File: src/sv/ilms_pkg.sv
`default_nettype none

package ilms_pkg;

  localparam int MAX_PIXELS_LOG2 = 24;

  localparam int PIX_W   = 8;
  localparam int CNT_W   = MAX_PIXELS_LOG2 + 1;
  localparam int SUM_W   = MAX_PIXELS_LOG2 + PIX_W;
  localparam int SQ_W    = MAX_PIXELS_LOG2 + 2 * PIX_W;
  localparam int MEAN_W  = PIX_W;
  localparam int MSQ_W   = 2 * PIX_W;
  localparam int STD_W   = 15;
  localparam int FRAC_W  = 8;
  localparam int RAD_W   = MSQ_W + 2 * FRAC_W;
  localparam int ROOT_STEPS = RAD_W / 2;
  localparam int DCNT_W  = $clog2(SQ_W);
  localparam int SCNT_W  = $clog2(ROOT_STEPS);
  localparam int JOB_DEPTH = 2;

  localparam logic [STD_W-1:0] STD_MAX = {STD_W{1'b1}};

  typedef struct packed {
    logic [CNT_W-1:0] count;
    logic [SUM_W-1:0] sum;
    logic [SQ_W-1:0]  sq_sum;
    logic             ovf;
  } job_t;

endpackage

`default_nettype wire

File: src/sv/ilms_front.sv
`default_nettype none

module ilms_front
  import ilms_pkg::*;
(
  input  wire logic             clk,
  input  wire logic             rst_n,
  input  wire logic             accept,
  input  wire logic [PIX_W-1:0] red,
  input  wire logic [PIX_W-1:0] green,
  input  wire logic [PIX_W-1:0] blue,
  input  wire logic             last_pixel,
  output      logic             job_push,
  output      job_t             job
);

  logic [PIX_W-1:0] hi, lo, light;
  logic [MSQ_W-1:0] light_sq;
  logic [CNT_W-1:0] count_r, count_nxt, count_acc;
  logic [SUM_W-1:0] sum_r, sum_nxt, sum_acc;
  logic [SQ_W-1:0]  sq_r, sq_nxt, sq_acc;
  logic             ovf_r, ovf_nxt, ovf_acc;

  always_comb begin
    hi = red;
    lo = red;
    if (green > hi) hi = green;
    if (blue > hi) hi = blue;
    if (green < lo) lo = green;
    if (blue < lo) lo = blue;
    light    = PIX_W'(((PIX_W+1)'(hi) + (PIX_W+1)'(lo)) >> 1);
    light_sq = MSQ_W'(light) * MSQ_W'(light);

    count_acc = count_r;
    sum_acc   = sum_r;
    sq_acc    = sq_r;
    ovf_acc   = ovf_r;
    if (!count_r[CNT_W-1]) begin
      count_acc = count_r + CNT_W'(1);
      sum_acc   = sum_r + SUM_W'(light);
      sq_acc    = sq_r + SQ_W'(light_sq);
    end else begin
      ovf_acc = 1'b1;
    end

    job.count  = count_acc;
    job.sum    = sum_acc;
    job.sq_sum = sq_acc;
    job.ovf    = ovf_acc;
    job_push   = accept && last_pixel;

    count_nxt = count_r;
    sum_nxt   = sum_r;
    sq_nxt    = sq_r;
    ovf_nxt   = ovf_r;
    if (accept) begin
      if (last_pixel) begin
        count_nxt = '0;
        sum_nxt   = '0;
        sq_nxt    = '0;
        ovf_nxt   = 1'b0;
      end else begin
        count_nxt = count_acc;
        sum_nxt   = sum_acc;
        sq_nxt    = sq_acc;
        ovf_nxt   = ovf_acc;
      end
    end
  end

  always_ff @(posedge clk) begin
    if (!rst_n) begin
      count_r <= '0;
      sum_r   <= '0;
      sq_r    <= '0;
      ovf_r   <= 1'b0;
    end else begin
      count_r <= count_nxt;
      sum_r   <= sum_nxt;
      sq_r    <= sq_nxt;
      ovf_r   <= ovf_nxt;
    end
  end

endmodule

`default_nettype wire

File: src/sv/ilms_fifo.sv
`default_nettype none

module ilms_fifo
  import ilms_pkg::*;
(
  input  wire logic clk,
  input  wire logic rst_n,
  input  wire logic push,
  input  wire job_t wr_job,
  input  wire logic pop,
  output      job_t rd_job,
  output      logic full,
  output      logic empty
);

  localparam int AW = $clog2(JOB_DEPTH);

  job_t              mem [JOB_DEPTH];
  logic [AW-1:0]     wr_ptr_r, wr_ptr_nxt, rd_ptr_r, rd_ptr_nxt;
  logic [AW:0]       fill_r, fill_nxt;
  logic              do_push, do_pop;

  always_comb begin
    full    = (fill_r == (AW+1)'(JOB_DEPTH));
    empty   = (fill_r == '0);
    do_push = push && !full;
    do_pop  = pop && !empty;
    rd_job  = mem[rd_ptr_r];

    wr_ptr_nxt = do_push ? wr_ptr_r + AW'(1) : wr_ptr_r;
    rd_ptr_nxt = do_pop ? rd_ptr_r + AW'(1) : rd_ptr_r;
    fill_nxt   = fill_r;
    if (do_push && !do_pop) fill_nxt = fill_r + (AW+1)'(1);
    if (do_pop && !do_push) fill_nxt = fill_r - (AW+1)'(1);
  end

  always_ff @(posedge clk) begin
    if (do_push) mem[wr_ptr_r] <= wr_job;
  end

  always_ff @(posedge clk) begin
    if (!rst_n) begin
      wr_ptr_r <= '0;
      rd_ptr_r <= '0;
      fill_r   <= '0;
    end else begin
      wr_ptr_r <= wr_ptr_nxt;
      rd_ptr_r <= rd_ptr_nxt;
      fill_r   <= fill_nxt;
    end
  end

endmodule

`default_nettype wire

File: src/sv/ilms_back.sv
`default_nettype none

module ilms_back
  import ilms_pkg::*;
(
  input  wire logic              clk,
  input  wire logic              rst_n,
  input  wire logic              job_valid,
  input  wire job_t              job,
  output      logic              job_pop,
  input  wire logic              out_pop,
  output      logic              out_empty,
  output      logic [MEAN_W-1:0] out_mean,
  output      logic [STD_W-1:0]  out_std,
  output      logic              out_ovf
);

  typedef enum logic [2:0] {
    S_IDLE,
    S_DIV,
    S_MUL,
    S_SUB,
    S_ROOT,
    S_DONE
  } state_t;

  state_t             state_r, state_nxt;
  logic [CNT_W-1:0]   n_r, n_nxt;
  logic [SQ_W-1:0]    sq_r, sq_nxt;
  logic               ovf_r, ovf_nxt, zero_r, zero_nxt, phase_r, phase_nxt;
  logic [CNT_W-1:0]   rem_r, rem_nxt;
  logic [SQ_W-1:0]    dvd_r, dvd_nxt;
  logic [DCNT_W-1:0]  dcnt_r, dcnt_nxt;
  logic [MEAN_W-1:0]  mean_r, mean_nxt;
  logic [MSQ_W-1:0]   msq_r, msq_nxt, meansq_r, meansq_nxt;
  logic [RAD_W-1:0]   v_r, v_nxt, root_r, root_nxt, bit_r, bit_nxt, trial;
  logic [SCNT_W-1:0]  scnt_r, scnt_nxt;
  logic               valid_r, valid_nxt;
  logic [MEAN_W-1:0]  omean_r, omean_nxt;
  logic [STD_W-1:0]   ostd_r, ostd_nxt;
  logic               oovf_r, oovf_nxt;
  logic [CNT_W:0]     rem_sh;
  logic               ge;
  logic [SQ_W-1:0]    quot;
  logic [MSQ_W-1:0]   var_v;

  always_comb begin
    rem_sh = {rem_r, dvd_r[SQ_W-1]};
    ge     = (rem_sh >= {1'b0, n_r});
    quot   = {dvd_r[SQ_W-2:0], ge};
    trial  = root_r + bit_r;
    var_v  = (msq_r > meansq_r) ? (msq_r - meansq_r) : '0;

    state_nxt  = state_r;
    n_nxt      = n_r;
    sq_nxt     = sq_r;
    ovf_nxt    = ovf_r;
    zero_nxt   = zero_r;
    phase_nxt  = phase_r;
    rem_nxt    = rem_r;
    dvd_nxt    = dvd_r;
    dcnt_nxt   = dcnt_r;
    mean_nxt   = mean_r;
    msq_nxt    = msq_r;
    meansq_nxt = meansq_r;
    v_nxt      = v_r;
    root_nxt   = root_r;
    bit_nxt    = bit_r;
    scnt_nxt   = scnt_r;
    omean_nxt  = omean_r;
    ostd_nxt   = ostd_r;
    oovf_nxt   = oovf_r;
    valid_nxt  = valid_r && !out_pop;
    job_pop    = 1'b0;

    case (state_r)
      S_IDLE: begin
        if (job_valid) begin
          job_pop   = 1'b1;
          n_nxt     = job.count;
          sq_nxt    = job.sq_sum;
          ovf_nxt   = job.ovf;
          zero_nxt  = (job.count == '0);
          dvd_nxt   = SQ_W'(job.sum);
          rem_nxt   = '0;
          dcnt_nxt  = '0;
          phase_nxt = 1'b0;
          state_nxt = S_DIV;
        end
      end
      S_DIV: begin
        rem_nxt  = ge ? CNT_W'(rem_sh - {1'b0, n_r}) : CNT_W'(rem_sh);
        dvd_nxt  = quot;
        dcnt_nxt = dcnt_r + DCNT_W'(1);
        if (dcnt_r == DCNT_W'(SQ_W - 1)) begin
          rem_nxt  = '0;
          dcnt_nxt = '0;
          if (!phase_r) begin
            mean_nxt  = zero_r ? '0 : quot[MEAN_W-1:0];
            dvd_nxt   = sq_r;
            phase_nxt = 1'b1;
          end else begin
            msq_nxt   = zero_r ? '0 : quot[MSQ_W-1:0];
            state_nxt = S_MUL;
          end
        end
      end
      S_MUL: begin
        meansq_nxt = MSQ_W'(mean_r) * MSQ_W'(mean_r);
        state_nxt  = S_SUB;
      end
      S_SUB: begin
        v_nxt     = {var_v, {(RAD_W-MSQ_W){1'b0}}};
        root_nxt  = '0;
        bit_nxt   = RAD_W'(1) << (RAD_W - 2);
        scnt_nxt  = '0;
        state_nxt = S_ROOT;
      end
      S_ROOT: begin
        if (v_r >= trial) begin
          v_nxt    = v_r - trial;
          root_nxt = (root_r >> 1) + bit_r;
        end else begin
          root_nxt = root_r >> 1;
        end
        bit_nxt  = bit_r >> 2;
        scnt_nxt = scnt_r + SCNT_W'(1);
        if (scnt_r == SCNT_W'(ROOT_STEPS - 1)) state_nxt = S_DONE;
      end
      S_DONE: begin
        if (!valid_r || out_pop) begin
          omean_nxt = mean_r;
          ostd_nxt  = (|root_r[RAD_W-1:STD_W]) ? STD_MAX : root_r[STD_W-1:0];
          oovf_nxt  = ovf_r;
          valid_nxt = 1'b1;
          state_nxt = S_IDLE;
        end
      end
      default: state_nxt = S_IDLE;
    endcase

    out_empty = !valid_r;
    out_mean  = omean_r;
    out_std   = ostd_r;
    out_ovf   = oovf_r;
  end

  always_ff @(posedge clk) begin
    if (!rst_n) begin
      state_r <= S_IDLE;
      valid_r <= 1'b0;
    end else begin
      state_r <= state_nxt;
      valid_r <= valid_nxt;
    end
    n_r      <= n_nxt;
    sq_r     <= sq_nxt;
    ovf_r    <= ovf_nxt;
    zero_r   <= zero_nxt;
    phase_r  <= phase_nxt;
    rem_r    <= rem_nxt;
    dvd_r    <= dvd_nxt;
    dcnt_r   <= dcnt_nxt;
    mean_r   <= mean_nxt;
    msq_r    <= msq_nxt;
    meansq_r <= meansq_nxt;
    v_r      <= v_nxt;
    root_r   <= root_nxt;
    bit_r    <= bit_nxt;
    scnt_r   <= scnt_nxt;
    omean_r  <= omean_nxt;
    ostd_r   <= ostd_nxt;
    oovf_r   <= oovf_nxt;
  end

endmodule

`default_nettype wire

File: src/sv/image_lightness_mean_stddev.sv
// Throughput: one pixel per cycle while in_full is low; in_full rises only while two finished images wait.
// After the last pixel, a result is computed by the bit-serial divider run twice and the 16-step root.
// The back end takes one image at a time; the front end keeps accumulating the next one.
// Reset (synchronous, rst_n low) clears accumulators, the job queue and the result slot.
`default_nettype none

module image_lightness_mean_stddev
  import ilms_pkg::*;
(
  input  wire logic              clk,
  input  wire logic              rst_n,
  input  wire logic              in_push,
  output      logic              in_full,
  input  wire logic [PIX_W-1:0]  in_red,
  input  wire logic [PIX_W-1:0]  in_green,
  input  wire logic [PIX_W-1:0]  in_blue,
  input  wire logic              in_last_pixel,
  output      logic              out_empty,
  input  wire logic              out_pop,
  output      logic [MEAN_W-1:0] out_mean_lightness,
  output      logic [STD_W-1:0]  out_std_dev_q8,
  output      logic              out_overflow
);

  logic accept, push, pop, q_empty;
  job_t wr_job, rd_job;

  assign accept = in_push && !in_full;

  ilms_front u_front (
    .clk        (clk),
    .rst_n      (rst_n),
    .accept     (accept),
    .red        (in_red),
    .green      (in_green),
    .blue       (in_blue),
    .last_pixel (in_last_pixel),
    .job_push   (push),
    .job        (wr_job)
  );

  ilms_fifo u_fifo (
    .clk    (clk),
    .rst_n  (rst_n),
    .push   (push),
    .wr_job (wr_job),
    .pop    (pop),
    .rd_job (rd_job),
    .full   (in_full),
    .empty  (q_empty)
  );

  ilms_back u_back (
    .clk       (clk),
    .rst_n     (rst_n),
    .job_valid (!q_empty),
    .job       (rd_job),
    .job_pop   (pop),
    .out_pop   (out_pop),
    .out_empty (out_empty),
    .out_mean  (out_mean_lightness),
    .out_std   (out_std_dev_q8),
    .out_ovf   (out_overflow)
  );

endmodule

`default_nettype wire

File: config.mk
export PLATFORM = sky130hd
export DESIGN_NAME = image_lightness_mean_stddev
export DESIGN_NICKNAME = d
export VERILOG_FILES = /design/src/sv/ilms_pkg.sv /design/src/sv/ilms_front.sv /design/src/sv/ilms_fifo.sv /design/src/sv/ilms_back.sv /design/src/sv/image_lightness_mean_stddev.sv
export SDC_FILE = /design/constraint.sdc
export NUM_CORES = 1
export LEC_CHECK = 0
export BUFFER_PORTS_ARGS = -buffer_cell sky130_fd_sc_hd__buf_4
export CAP_MARGIN = 20
export CELL_PAD_IN_SITES_DETAIL_PLACEMENT = 1
export CELL_PAD_IN_SITES_GLOBAL_PLACEMENT = 2
export CORE_MARGIN = 10
export CORE_UTILIZATION = 40
export CTS_BUF_LIST = sky130_fd_sc_hd__clkbuf_4
export DETAILED_ROUTE_END_ITERATION = 10
export HOLD_SLACK_MARGIN = 0.15
export PLACE_DENSITY = 0.81
export SYNTH_ARGS = -nofsm -noshare
export SYNTH_HDL_FRONTEND = slang
export SYNTH_SLANG_ARGS = --single-unit
export TNS_END_PERCENT = 30
File: constraint.sdc
create_clock -name clk -period 11 [get_ports clk]
set_input_delay 0.55 -clock clk [delete_from_list [all_inputs] [get_ports clk]]
set_output_delay 0.55 -clock clk [all_outputs]
set_load 0.05 [all_outputs]
==> results of run 1 <==
==> state kept, by name (all words and copies together) (netlist names), 2 cells and up, named ones only <==
register,count
u_fifo.mem,196
u_back.dvd_r,40
u_back.sq_r,40
u_front.sq_r,40
u_back.root_r,32
u_back.v_r,32
u_front.sum_r,32
u_back.n_r,25
u_back.rem_r,25
u_front.count_r,25
u_back.bit_r,16
u_back.msq_r,16
u_back.meansq_r,15
u_back.out_std,15
u_back.mean_r,8
u_back.out_mean,8
u_back.dcnt_r,6
u_back.scnt_r,4
u_back.state_r,3
u_fifo.fill_r,2
==> synthesized netlist by cell type (6+ instances only) <==
| master | number |
|---|---|
| sky130_fd_sc_hd__a21boi_0 | 8 |
| sky130_fd_sc_hd__a22oi_1 | 34 |
| sky130_fd_sc_hd__a21o_1 | 52 |
| sky130_fd_sc_hd__or2_2 | 6 |
| sky130_fd_sc_hd__a31oi_1 | 42 |
| sky130_fd_sc_hd__and4_1 | 7 |
| sky130_fd_sc_hd__nand4_1 | 32 |
| sky130_fd_sc_hd__edfxtp_1 | 482 |
| sky130_fd_sc_hd__dfxtp_1 | 107 |
| sky130_fd_sc_hd__ha_1 | 219 |
| sky130_fd_sc_hd__nor2_1 | 287 |
| sky130_fd_sc_hd__o21ai_1 | 16 |
| sky130_fd_sc_hd__fa_1 | 66 |
| sky130_fd_sc_hd__nor3_1 | 39 |
| sky130_fd_sc_hd__mux2i_1 | 62 |
| sky130_fd_sc_hd__and2_1 | 25 |
| sky130_fd_sc_hd__nand3_1 | 78 |
| sky130_fd_sc_hd__a211oi_1 | 47 |
| sky130_fd_sc_hd__clkbuf_1 | 91 |
| sky130_fd_sc_hd__or3_1 | 21 |
| sky130_fd_sc_hd__o22ai_1 | 13 |
| sky130_fd_sc_hd__nand2b_1 | 41 |
| sky130_fd_sc_hd__nor2b_1 | 75 |
| sky130_fd_sc_hd__nor4_1 | 19 |
| sky130_fd_sc_hd__a22o_1 | 13 |
| sky130_fd_sc_hd__a211oi_2 | 12 |
| sky130_fd_sc_hd__inv_1 | 213 |
| sky130_fd_sc_hd__xnor2_1 | 121 |
| sky130_fd_sc_hd__buf_1 | 10 |
| sky130_fd_sc_hd__xor2_1 | 111 |
| sky130_fd_sc_hd__a31o_2 | 11 |
| sky130_fd_sc_hd__o21bai_1 | 23 |
| sky130_fd_sc_hd__o31ai_1 | 11 |
| sky130_fd_sc_hd__nand2_1 | 191 |
| sky130_fd_sc_hd__and3_1 | 55 |
| sky130_fd_sc_hd__o21a_1 | 19 |
| sky130_fd_sc_hd__a21oi_1 | 204 |
| sky130_fd_sc_hd__buf_2 | 7 |
| sky130_fd_sc_hd__a41oi_1 | 9 |
| sky130_fd_sc_hd__o211ai_1 | 12 |
| sky130_fd_sc_hd__o21ai_0 | 120 |
| sky130_fd_sc_hd__mux2_2 | 75 |
==> cell type report <==
class	instances	area share, %
Clock inverter	58	0.906
Clock buffer	243	4.74
Multi-Input combinational cell	2269	43.5
Tap cell	1144	3.72
Timing Repair Buffer	90	1.86
Inverter	218	2.12
Antenna cell	6	0.0390
Sequential cell	589	43.2
==> stage by stage <==
stage	cell area (um^2)	setup WS (ns)
floorplan	34600	1.23
global placement	36200	0.729
detailed placement	36200	0.332
CTS	38500	1.23
global route	38500	0.405
finish	38500	1.09
==> worst max-delay path: cells and delay by family <==
family,cells,cell delay [ns]
simple gates,8,1.49
mux,2,0.46
compound gates,15,3.54
buf+inv,9,1.52
fa+ha+maj,8,3.26
==> path summary, 6_finish.rpt <==
check	to	slack [ns]	cells past startpoint
setup / recovery	u_front.sq_r[18]$_SDFFE_PN0P_	1.09	42
hold / removal	u_back.valid_r$_SDFF_PN0_	0.42	4
setup reg to reg	u_back.v_r[7]$_SDFFCE_PN0P_	4.79	21
hold reg to reg	u_front.sum_r[0]$_SDFFE_PN0P_	0.49	2
==> cell families after synthesis <==
kind of cell / after synthesis / share of synthesized area (%)
and+or+nand+nor: 905 / 12.7
AOI/OAI and AO/OA: 710 / 13.6
DFF: 589 / 48.0
buffers and inverters: 334 / 3.78
adders and majority gates: 285 / 11.7
xor gates and xnor gates: 232 / 5.87
muxes: 137 / 4.24
==> layer usage <==
layer / up-vias / wire, um
met3: 152 / 2950
met2: 388 / 44500
met1: 12500 / 39100
li1: 12000 / -
met4: 0 / 2260
met5: - / 0
==> repair_timing <==
action / in CTS / in global routing
hold endpoints to repair: 30 / 0
hold buffers: 5 / 0
endpoints found under the setup margin: 0 / 0
==> summary.md, run 1 <==
The run gives 0 as the count of maximum capacitance violations. For the TritonCTS buffer count, the log shows 163. The startpoint identified for the worst register-to-register timing path is u_back.root_r[4]$_SDFFCE_PN0P_. In this run the number of H-tree levels came out at 4. The origin of the worst setup path is in_red[4]. The tightest min-delay check is of the in -> reg type.

Sorting the synthesized cells by area gives the leading types as sky130_fd_sc_hd__edfxtp_1 42%, sky130_fd_sc_hd__ha_1 7.9%, sky130_fd_sc_hd__dfxtp_1 6.2%, sky130_fd_sc_hd__fa_1 3.8%, sky130_fd_sc_hd__nor2_1 3.1%. The area fraction of the dominant cell type after synthesis was 41.8%. The worst setup path is launched from a primary input. The y dimension of the die is 314 um, and the net count after synthesis is 3,506. Global routing consumed, over all layers together, 18.0% of the routing resources. At the pin with the least slew margin, the transition time is 1.13 ns. The run gives 0 as the final number of max-transition violations. In the final layout, the share of cells above drive strength 1 is 14.6%.

After global routing the overflow that remains totals 0. The root buffer selected by CTS was sky130_fd_sc_hd__clkbuf_4. In this run the post-CTS setup repair buffer count came out at 0.

Filler cell count: 9,370. The run gives 0.0916 ns as the final setup skew. The cell count after synthesis came out at 3,192. Entering global routing, the biggest net connects 75 pins. The minimum period implied by the final worst setup slack came out at 9.91 ns.

Critical path capture point type: a register. The die width is 314 um. At the end of the flow, the number of nets in the layout was 3,645.

The run gives 0.861 as the weighted congestion reported at the end of routability-driven placement. Startpoint-to-endpoint class of the critical path: in -> reg. The first global-routing pass estimated 144,000 um of wire. On the critical path, the stage with the largest delay is an instance of sky130_fd_sc_hd__a2111oi_0. The final setup TNS is 0 ns. The final antenna-violating net count was 0; the largest buffer count on any clock path was 3. Data arrives at the worst endpoint at 10.84 ns. The logs give 85,500 um^2 for the core region area and 25,000 for the via total after detailed routing. The synthesized design spends more area on one cell type than any other, namely sky130_fd_sc_hd__edfxtp_1. The number of rows in the core area came out at 107. The worst hold path begins at out_pop. Across all hold checks on the routed design, the worst slack comes to 0.418 ns.

For this run, the number of standard cells in the final layout without fillers is 4,617. The maximum net fanout on the critical path was 15; the final design utilization was 45.0%. The relative slew slack came out at 24.3%. The initial utilization of the core area, before any placement, comes to 40.4%. The routed wire length came out at 88,900 um. The share of flip-flops with an asynchronous set or reset is 0%, and the number of input and output port buffers inserted is 54. During synthesis, Yosys emitted a total of 0 warnings.

The tools report the number of global-route vias before repair as 26,900. In the layout the commonest cells are 482 x sky130_fd_sc_hd__edfxtp_1, 282 x sky130_fd_sc_hd__nor2_1, 243 x sky130_fd_sc_hd__clkbuf_4. After synthesis the netlist holds a flip-flop and latch count of 589. In this design, the critical path's most frequently occurring cell is sky130_fd_sc_hd__inv_1. The netlist area before placement was 34,600 um^2. Leaving out fill and tap cells, the most frequent cell in the layout is sky130_fd_sc_hd__edfxtp_1. The average size of a mapped cell was 10.8 um^2. In the routed layout, each cell is associated on average with a via count of 5.42. At the worst endpoint, the required time is 11.93 ns. The most used flip-flop cell after synthesis is sky130_fd_sc_hd__edfxtp_1. The initial antenna violation count is 2, and the number of DRC markers in iteration 0 is 1,180. Counting distinct cell types in the post-synthesis netlist gives 97. The synthesized design contains 482 enable-type register cells.

The final hold violation count came out at 0. TritonCTS built the clock tree. In this design, the stage delay of the slowest critical-path cell is 0.63 ns. Derived from the worst setup path, the maximum achievable clock frequency is 101 MHz. Global routing consumed, on the met2 layer, 31.5% of the routing resources.

The logs give 589 for the TritonCTS sink count and 0 for the post-detailed-route DRC marker count. In the final routed layout, each cell accounts on average for 19.2 um. The busiest metal layer after global routing is met2.

Relative to the synthesized area, the layout overhead comes to 11.3%. The clock edge transition at the registers on the reported setup and hold paths was 0.06 ns. For met1 alone, demand over resource in global routing was 21.7%.

The run finished with clean final reports. The sequential cells in the finished layout cover a total of 16,600 um^2. The first detailed-routing pass took 5 iterations. The detailed placement HPWL was 62,800 um; the overall die area was 98,700 um^2. Setup repair after global routing left no endpoint under its margin. Summing all multi-input logic gate instances after layout gives 16,700 um^2.

The sequential element share of the synthesized area is 48.0%, and the count of cells resized by post-cts repair is 0. For this run, global-route usage on met3 was measured as 3.25%. The final number of setup-violating endpoints is 0, and the clock network latency to the later pin of the worst-skew pair is 1.08 ns. 55 I/O pins were placed. Counting tap cells, the placed design contains a total of 4,302 instances.

Final critical-path share of the clock period: 90.1%.
Power of run 1 is not shown: default switching activity piles up to over one toggle a cycle in this logic, so the estimate is an artifact.
==> run 2, diff against run 1 <==
--- a/config.mk
+++ b/config.mk
@@ -5,6 +5,7 @@
 export SDC_FILE = /design/constraint.sdc
 export NUM_CORES = 1
 export LEC_CHECK = 0
+export ABC_AREA = 1
 export BUFFER_PORTS_ARGS = -buffer_cell sky130_fd_sc_hd__buf_4
 export CAP_MARGIN = 20
 export CELL_PAD_IN_SITES_DETAIL_PLACEMENT = 1
@@ -13,8 +14,8 @@
 export CORE_UTILIZATION = 40
 export CTS_BUF_LIST = sky130_fd_sc_hd__clkbuf_4
 export DETAILED_ROUTE_END_ITERATION = 10
-export HOLD_SLACK_MARGIN = 0.15
-export PLACE_DENSITY = 0.81
+export HOLD_SLACK_MARGIN = 0.05
+export PLACE_DENSITY = 0.85
 export SYNTH_ARGS = -nofsm -noshare
 export SYNTH_HDL_FRONTEND = slang
 export SYNTH_SLANG_ARGS = --single-unit
==> summary.md, run 2 <==
The run finished with clean final reports. The tools report the net count after synthesis as 4,209 (was 3,506). The beginning of the worst register-to-register path is u_back.root_r[2]$_SDFFCE_PN0P_ (was u_back.root_r[4]$_SDFFCE_PN0P_). Class of the most critical hold timing path: in -> reg (unchanged).

For the maximum number of pins on one net before global-route repair, the log shows 83 (was 75). The tools report the core region area as 86,600 um^2 (was 85,500 um^2). The critical path capture point type was a register (unchanged). The post-detailed-route DRC marker count was 0 (unchanged).

Gate count of the mapped netlist: 3,895 (was 3,192). The final number of setup-violating endpoints was 0 (unchanged); the relative slew slack was 29.0% (was 24.3%). The total iterations of the first detailed-routing run was 5 (unchanged); the overall die area was 99,200 um^2 (was 98,700 um^2). The worst-path cell with the longest stage delay is sky130_fd_sc_hd__fa_1 (was sky130_fd_sc_hd__a2111oi_0).

Library cell occupying the most area in the post-synthesis netlist: sky130_fd_sc_hd__edfxtp_1 (unchanged). The via total after detailed routing came out at 26,600 (was 25,000). The tools report the origin of the worst setup path as in_red[7] (was in_red[4]). The fraction of final layout cells sized beyond drive strength 1 was 11.4% (was 14.6%). The number of DRC markers in iteration 0 is 1,149 (was 1,180), and the post-synthesis register bit count is 589 (unchanged).

The fmax is 115 MHz (was 101 MHz), and the number of synthesized flops with an enable pin is 482 (unchanged). The via-per-instance ratio was 5.00 (was 5.42); the area fraction of the dominant cell type after synthesis was 41.6% (was 41.8%). The overflow left after global routing was 0 (unchanged). Register with the highest flop count: u_fifo.mem (unchanged). For the sequential element share of the synthesized area, the log shows 47.7% (was 48.0%). The tools report the number of unique standard cell types used by synthesis as 65 (was 97). Average size of a mapped cell: 8.94 um^2 (was 10.8 um^2). The share of flip-flops with an asynchronous set or reset is 0% (unchanged), and the final net count is 4,345 (was 3,645). For the first-pass GRT wire length, the log shows 146,000 um (was 144,000 um).

Family with the most delay on the worst path: adder cells (was compound AO/OA/AOI/OAI gates). The maximum cell stage delay along the critical path came out at 0.54 ns (was 0.63 ns). The number of cells on the worst reg-to-reg path is 26 (was 21), and the layout-stage area growth over the synthesis result is 11.5% (was 11.3%).

The number of input and output port buffers inserted works out to 54 (unchanged). The die width was 315 um (was 314 um); the setup fix buffers added after clock tree synthesis was 0 (unchanged). The run gives 40.2% (was 40.4%) as the starting density of the core. The run gives 0 (unchanged) as the warning count from the yosys run. The most frequent standard cell in the layout excluding fill and tap cells was sky130_fd_sc_hd__nand2_1 (was sky130_fd_sc_hd__edfxtp_1). The logs give 5.19 ns (was 4.79 ns) for the register-to-register path setup slack and 2 (unchanged) for the initial antenna violation count.

The y dimension of the die came out at 315 um (was 314 um). The run gives 0.801 (was 0.861) as the weighted congestion reported at the end of routability-driven placement. The post-detailed-placement cell area came out at 36,500 um^2 (was 36,200 um^2).

TritonCTS built the clock tree. The final critical-path share of the clock period was 78.8% (was 90.1%). Busiest metal layer after global routing: met2 (unchanged). For the largest buffer count on any clock path, the log shows 3 (unchanged). Met2 track demand over resource in global routing: 31.2% (was 31.5%). Primary flip-flop cell chosen by synthesis mapping: sky130_fd_sc_hd__edfxtp_1 (unchanged). The logs give 22.3% (was 21.7%) for the global-route track usage on met1 and 164 (was 163) for the TritonCTS buffer count. The minimum period implied by the final worst setup slack is 8.66 ns (was 9.91 ns).

The overall global routing resource usage was 18.0% (about the same); the required time at the endpoint of the critical path was 11.87 ns (was 11.93 ns). The tools report the detailed placement HPWL as 62,800 um (about the same). The logic depth of the worst setup path including buffers was 46 (was 42).

Synth top area cells: sky130_fd_sc_hd__edfxtp_1 42%, sky130_fd_sc_hd__nand2_1 11%, sky130_fd_sc_hd__ha_1 7.9%, sky130_fd_sc_hd__dfxtp_1 6.2%, sky130_fd_sc_hd__inv_1 5.8% (was sky130_fd_sc_hd__edfxtp_1 42%, sky130_fd_sc_hd__ha_1 7.9%, sky130_fd_sc_hd__dfxtp_1 6.2%, sky130_fd_sc_hd__fa_1 3.8%, sky130_fd_sc_hd__nor2_1 3.1%). Critical path buffer and inverter count: 6 (was 9). The number of global-route vias before repair is 28,500 (was 26,900). Highest-count cells in the layout ignoring fill and taps: 1,006 x sky130_fd_sc_hd__nand2_1, 540 x sky130_fd_sc_hd__inv_1, 482 x sky130_fd_sc_hd__edfxtp_1 (was 482 x sky130_fd_sc_hd__edfxtp_1, 282 x sky130_fd_sc_hd__nor2_1, 243 x sky130_fd_sc_hd__clkbuf_4). Setup repair after global routing left no endpoint under its margin. The global-route met3 utilization came out at 3.11% (was 3.25%). The run gives 34,800 um^2 (was 34,600 um^2) as the netlist area before placement. Root buffer selected by CTS: sky130_fd_sc_hd__clkbuf_4 (unchanged). The maximum net fanout on the critical path came out at 16 (was 15). The final setup TNS came out at 0 ns (unchanged). The kind of launch point of the worst setup path was a primary input (unchanged). The tools report the count of maximum capacitance violations as 0 (unchanged). The slew at the pin closest to its max-slew limit was 1.06 ns (was 1.13 ns); the final number of max-transition violations was 0 (unchanged). The logs give 0.0562 ns (was 0.0916 ns) for the final setup skew and 0 (unchanged) for the final hold violation count.

The wire length per cell after detailed routing is 16.5 um (was 19.2 um), and the clock network latency to the later pin of the worst-skew pair is 1.01 ns (was 1.08 ns). The tools report the number of levels the H-tree was split into as 4 (unchanged). The run gives 38,800 um^2 (was 38,500 um^2) as the total non-filler cell area in the finished layout. The destination of the critical timing path is u_front.sq_r[37]$_SDFFE_PN0P_ (was u_front.sq_r[18]$_SDFFE_PN0P_). The endpoint of the worst-slack reg-to-reg timing path was u_back.v_r[7]$_SDFFCE_PN0P_ (unchanged).

The TritonCTS sink count was 589 (unchanged). The number of rows in the core area is 108 (was 107). Ranking of synthesized cells by instance count: 1,009 x sky130_fd_sc_hd__nand2_1, 542 x sky130_fd_sc_hd__inv_1, 482 x sky130_fd_sc_hd__edfxtp_1 (was 482 x sky130_fd_sc_hd__edfxtp_1, 287 x sky130_fd_sc_hd__nor2_1, 219 x sky130_fd_sc_hd__ha_1). The flip-flop count of the largest register after layout came out at 196 (unchanged).

The clock edge transition at the registers on the reported setup and hold paths came out at 0.06 ns (about the same). The final antenna-violating net count is 0 (unchanged), and the routed wire length is 87,900 um (was 88,900 um). The most numerous cell in the Yosys netlist was sky130_fd_sc_hd__nand2_1 (was sky130_fd_sc_hd__edfxtp_1). The arrival time at the worst endpoint is 9.54 ns (was 10.84 ns), and the number of top-level pins is 55 (unchanged). The startpoint-to-endpoint class of the critical path was in -> reg (unchanged).
[run 2: cells by family (layout without fill, tap and decap cells)]
| family | count (synthesis) | after routing | share of synthesized area, % |
|---|---|---|---|
| flops | 589 | 589 | 47.7 |
| compound gates | 668 | 668 | 11.0 |
| xor+xnor | 180 | 180 | 4.57 |
| fa+ha+maj | 285 | 285 | 11.7 |
| buf+inv | 666 | 940 | 7.23 |
| simple gates | 1505 | 1505 | 17.8 |
| mux | 2 | 2 | 0.0575 |
| other cells | 0 | 2 | 0 |
[run 2: repair_timing]
item,4_1_cts,5_1_grt
resized for setup,0,0
endpoints found under the hold margin,33,0
hold buffers,3,0
[run 2: layout make-up]
class,count,area (um^2)
Multi-Input combinational cell,2640,15800
Sequential cell,589,16600
Fill cell,10200,47800
Inverter,554,2080
Timing Repair Buffer,82,623
Tap cell,1155,1450
Clock inverter,48,349
Antenna cell,2,5.00
Clock buffer,256,1920
[run 2: per-stage QoR]
stage | util [%] | hold WS (ns) | std cells | worst slack, ns
after detailed placement | 42.1 | 0.447 | 5017 | 1.25
after CTS | 44.8 | 0.0838 | 5324 | 2.35
after global placement | 42.1 | 0.428 | 5017 | 1.51
after global routing | 44.8 | 0.142 | 5326 | 1.47
after floorplan | - | 0.400 | 3895 | 2.48
final | 44.8 | 0.218 | 5326 | 2.34
[run 2: worst min path at each step]
stage                                             start                                to  slack, ns  cells past startpoint
after floorplan                  u_back.ovf_r$_DFFE_PP_          u_back.out_ovf$_DFFE_PP_       0.40                      0
final                                           in_push  u_front.count_r[23]$_SDFFE_PN0P_       0.22                      5
after detailed placement  u_fifo.fill_r[1]$_SDFFE_PN0P_     u_fifo.fill_r[1]$_SDFFE_PN0P_       0.45                      1
after global placement     u_fifo.rd_ptr_r$_SDFFE_PN0P_                          register       0.43                      1
after global routing                            in_push  u_front.count_r[19]$_SDFFE_PN0P_       0.14                      5
after CTS                                       in_push  u_front.count_r[23]$_SDFFE_PN0P_       0.08                      5
[run 2: routing by layer]
layer  vias to the layer above  share of wire, %
met3                       141               3.2
met1                     12800                46
li1                      13300                 -
met2                       340                49
met4                         0               2.3
met5                         -                 0
[run 2: tightest hold or removal path: stages]
cell,delay (ns)
sky130_fd_sc_hd__buf_4,0.09
sky130_fd_sc_hd__o21ai_4,0.04
sky130_fd_sc_hd__buf_4,0.26
sky130_fd_sc_hd__nand2_1,0.12
sky130_fd_sc_hd__a21oi_1,0.05
Power of run 2 is left out for the same reason.
==> run 3, diff against run 2 <==
==> constraint.sdc (replaced) <==
create_clock -name clk -period 8.1 [get_ports clk]
set_input_delay 0.405 -clock clk [delete_from_list [all_inputs] [get_ports clk]]
set_output_delay 0.405 -clock clk [all_outputs]
set_load 0.05 [all_outputs]
==> summary.md, run 3 (synthesis gave the netlist of run 2 again) <==
The logs give 149,000 um (was 146,000 um) for the first-pass GRT wire length and 133 MHz for the fmax. The clock network latency to the later pin of the worst-skew pair is 1.08 ns (was 1.01 ns), and the TritonCTS buffer count is 164 (unchanged). The final net count is 4,471 (was 4,345), and the y dimension of the die is 315 um (unchanged). The overall global routing resource usage was 18.4% (was 18.0%); the maximum net fanout on the critical path was 8 (was 16). The root buffer selected by CTS is sky130_fd_sc_hd__clkbuf_4 (unchanged). The post-detailed-placement cell area was 37,400 um^2 (was 36,500 um^2); the global-route met3 utilization was 3.53% (was 3.11%). The tools report the initial antenna violation count as 2 (unchanged). The worst-path cell with the longest stage delay is sky130_fd_sc_hd__fa_1 (unchanged).

The detailed placement HPWL is 65,000 um (was 62,800 um). The clock edge transition at the registers on the reported setup and hold paths is 0.06 ns (about the same). The required time at the endpoint of the critical path is 8.87 ns (was 11.87 ns). The final critical-path share of the clock period works out to 92.8%.

For the global-route track usage on met1, the log shows 22.2% (was 22.3%). Highest-count cells in the layout ignoring fill and taps: 1,005 x sky130_fd_sc_hd__nand2_1, 540 x sky130_fd_sc_hd__inv_1, 482 x sky130_fd_sc_hd__edfxtp_1 (was 1,006 x sky130_fd_sc_hd__nand2_1, 540 x sky130_fd_sc_hd__inv_1, 482 x sky130_fd_sc_hd__edfxtp_1). The cell seen most often among critical-path stages is sky130_fd_sc_hd__fa_1. The number of levels the H-tree was split into was 4 (unchanged).

The tools report the maximum number of pins on one net before global-route repair as 74 (was 83). Kind of launch point of the worst setup path: a primary input (unchanged). For the total non-filler cell area in the finished layout, the log shows 39,800 um^2 (was 38,800 um^2). The via-per-instance ratio came out at 5.00 (about the same).

The post-detailed-route DRC marker count is 0 (unchanged). The number of DRC markers in iteration 0 is 1,105 (was 1,149), and the TritonCTS sink count is 589 (unchanged). The number of rows in the core area is 108 (unchanged). The final number of max-transition violations was 0 (unchanged); the met2 track demand over resource in global routing was 33.1% (was 31.2%). The run gives 99,200 um^2 (unchanged) as the overall die area. Most frequent standard cell in the layout excluding fill and tap cells: sky130_fd_sc_hd__nand2_1 (unchanged).

The weighted congestion reported at the end of routability-driven placement was 0.811 (was 0.801); the wire length per cell after detailed routing was 16.7 um (was 16.5 um). Class of the most critical hold timing path: in -> reg (unchanged). For the final hold violation count, the log shows 0 (unchanged). The register with the highest flop count is u_fifo.mem (unchanged). The final antenna-violating net count was 0 (unchanged). The number of global-route vias before repair is 29,300 (was 28,500), and the core region area is 86,600 um^2 (unchanged). For the count of maximum capacitance violations, the log shows 0 (unchanged). The startpoint-to-endpoint class of the critical path is in -> reg (unchanged).

Routed wire length: 90,900 um (was 87,900 um). The fraction of final layout cells sized beyond drive strength 1 was 14.0% (was 11.4%); the total iterations of the first detailed-routing run was 5 (unchanged). The tools report the critical path capture point type as a register (unchanged). The final number of setup-violating endpoints is 0 (unchanged). Die width: 315 um (unchanged).

The run finished with clean final reports. The number of input and output port buffers inserted came out at 54 (unchanged). The flip-flop count of the largest register after layout works out to 196 (unchanged). For the largest buffer count on any clock path, the log shows 3 (unchanged). The maximum cell stage delay along the critical path was 0.54 ns (about the same). The starting density of the core is 40.2% (unchanged). Busiest metal layer after global routing: met2 (unchanged). For the overflow left after global routing, the log shows 0 (unchanged).

The slew at the pin closest to its max-slew limit is 1.02 ns (was 1.06 ns), and the number of top-level pins is 55 (unchanged). TritonCTS built the clock tree. The tools report the via total after detailed routing as 27,200 (was 26,600).

The layout-stage area growth over the synthesis result came out at 14.2% (was 11.5%). The arrival time at the worst endpoint came out at 8.29 ns (was 9.54 ns). The logs give 0.109 ns (was 0.0562 ns) for the final setup skew and 32.1% (was 29.0%) for the relative slew slack. The clock period could shrink to 7.52 ns.
## run 3: cell count changes in the layout (fill, tap and decap cells not counted), moves of 4 or more
cell                        before  now
sky130_fd_sc_hd__a21oi_1       316  312
sky130_fd_sc_hd__buf_4          79  201
sky130_fd_sc_hd__bufinv_16       5    1
sky130_fd_sc_hd__clkbuf_4      256  252
sky130_fd_sc_hd__clkinv_2       12    1
sky130_fd_sc_hd__o21ai_0       179  175
## run 3: stage by stage
stage	setup TNS [ns]	utilization (%)	hold slack, ns	worst slack, ns	std cells
2_1_floorplan	0	-	0.400	0.00339	3895
3_3_place_gp	-16.73	43.2	0.408	-0.340	5136
3_5_place_dp	-30.32	43.2	0.414	-0.580	5136
4_1_cts	0	45.8	0.166	0.550	5431
5_1_grt	-0.0289	45.9	0.216	-0.0247	5441
6_report	0	45.9	0.321	0.584	5441
## run 3: layout make-up
| class | count | area, um^2 |
|---|---|---|
| Multi-Input combinational cell | 2640 | 15800 |
| Tap cell | 1155 | 1450 |
| Inverter | 554 | 2080 |
| Sequential cell | 589 | 16600 |
| Fill cell | 10300 | 46900 |
| Antenna cell | 4 | 10.0 |
| Timing Repair Buffer | 208 | 1610 |
| Clock buffer | 252 | 1890 |
| Clock inverter | 39 | 262 |
## run 3: timing repair
item,CTS,global route
setup buffers,0,5
hold buffers,4,0
hold endpoints to repair,66,0
resized for setup,0,13
endpoints found under the setup margin,0,45
## run 3: worst paths after layout
| check | from | endpoint | slack [ns] | cells past startpoint |
|---|---|---|---|---|
| worst max register to register | u_back.root_r[2]$_SDFFCE_PN0P_ | u_back.v_r[1]$_SDFFCE_PN0P_ | 2.30 | 26 |
| worst min register to register | u_back.ovf_r$_DFFE_PP_ | u_back.out_ovf$_DFFE_PP_ | 0.42 | 0 |
| worst min-delay path | rst_n | u_fifo.fill_r[1]$_SDFFE_PN0P_ | 0.32 | 4 |
| worst max-delay path | in_red[7] | u_fifo.mem[1][28]$_DFFE_PP_ | 0.58 | 48 |
## run 3: critical path: cells and delay by family
kind                     cells  cell delay [ns]
AND/OR/NAND/NOR             15             1.70
XOR/XNOR                     1             0.17
buffers and inverters        8             0.74
adder cells (fa/ha/maj)      8             3.27
AO/OA/AOI/OAI               16             1.99
## run 3: metal layers
layer	up-vias	share of wire [%]
met3	122	3.4
met4	0	1.7
li1	13500	-
met1	13200	44
met2	342	51
met5	-	0
Power of run 3 is left out for the same reason.
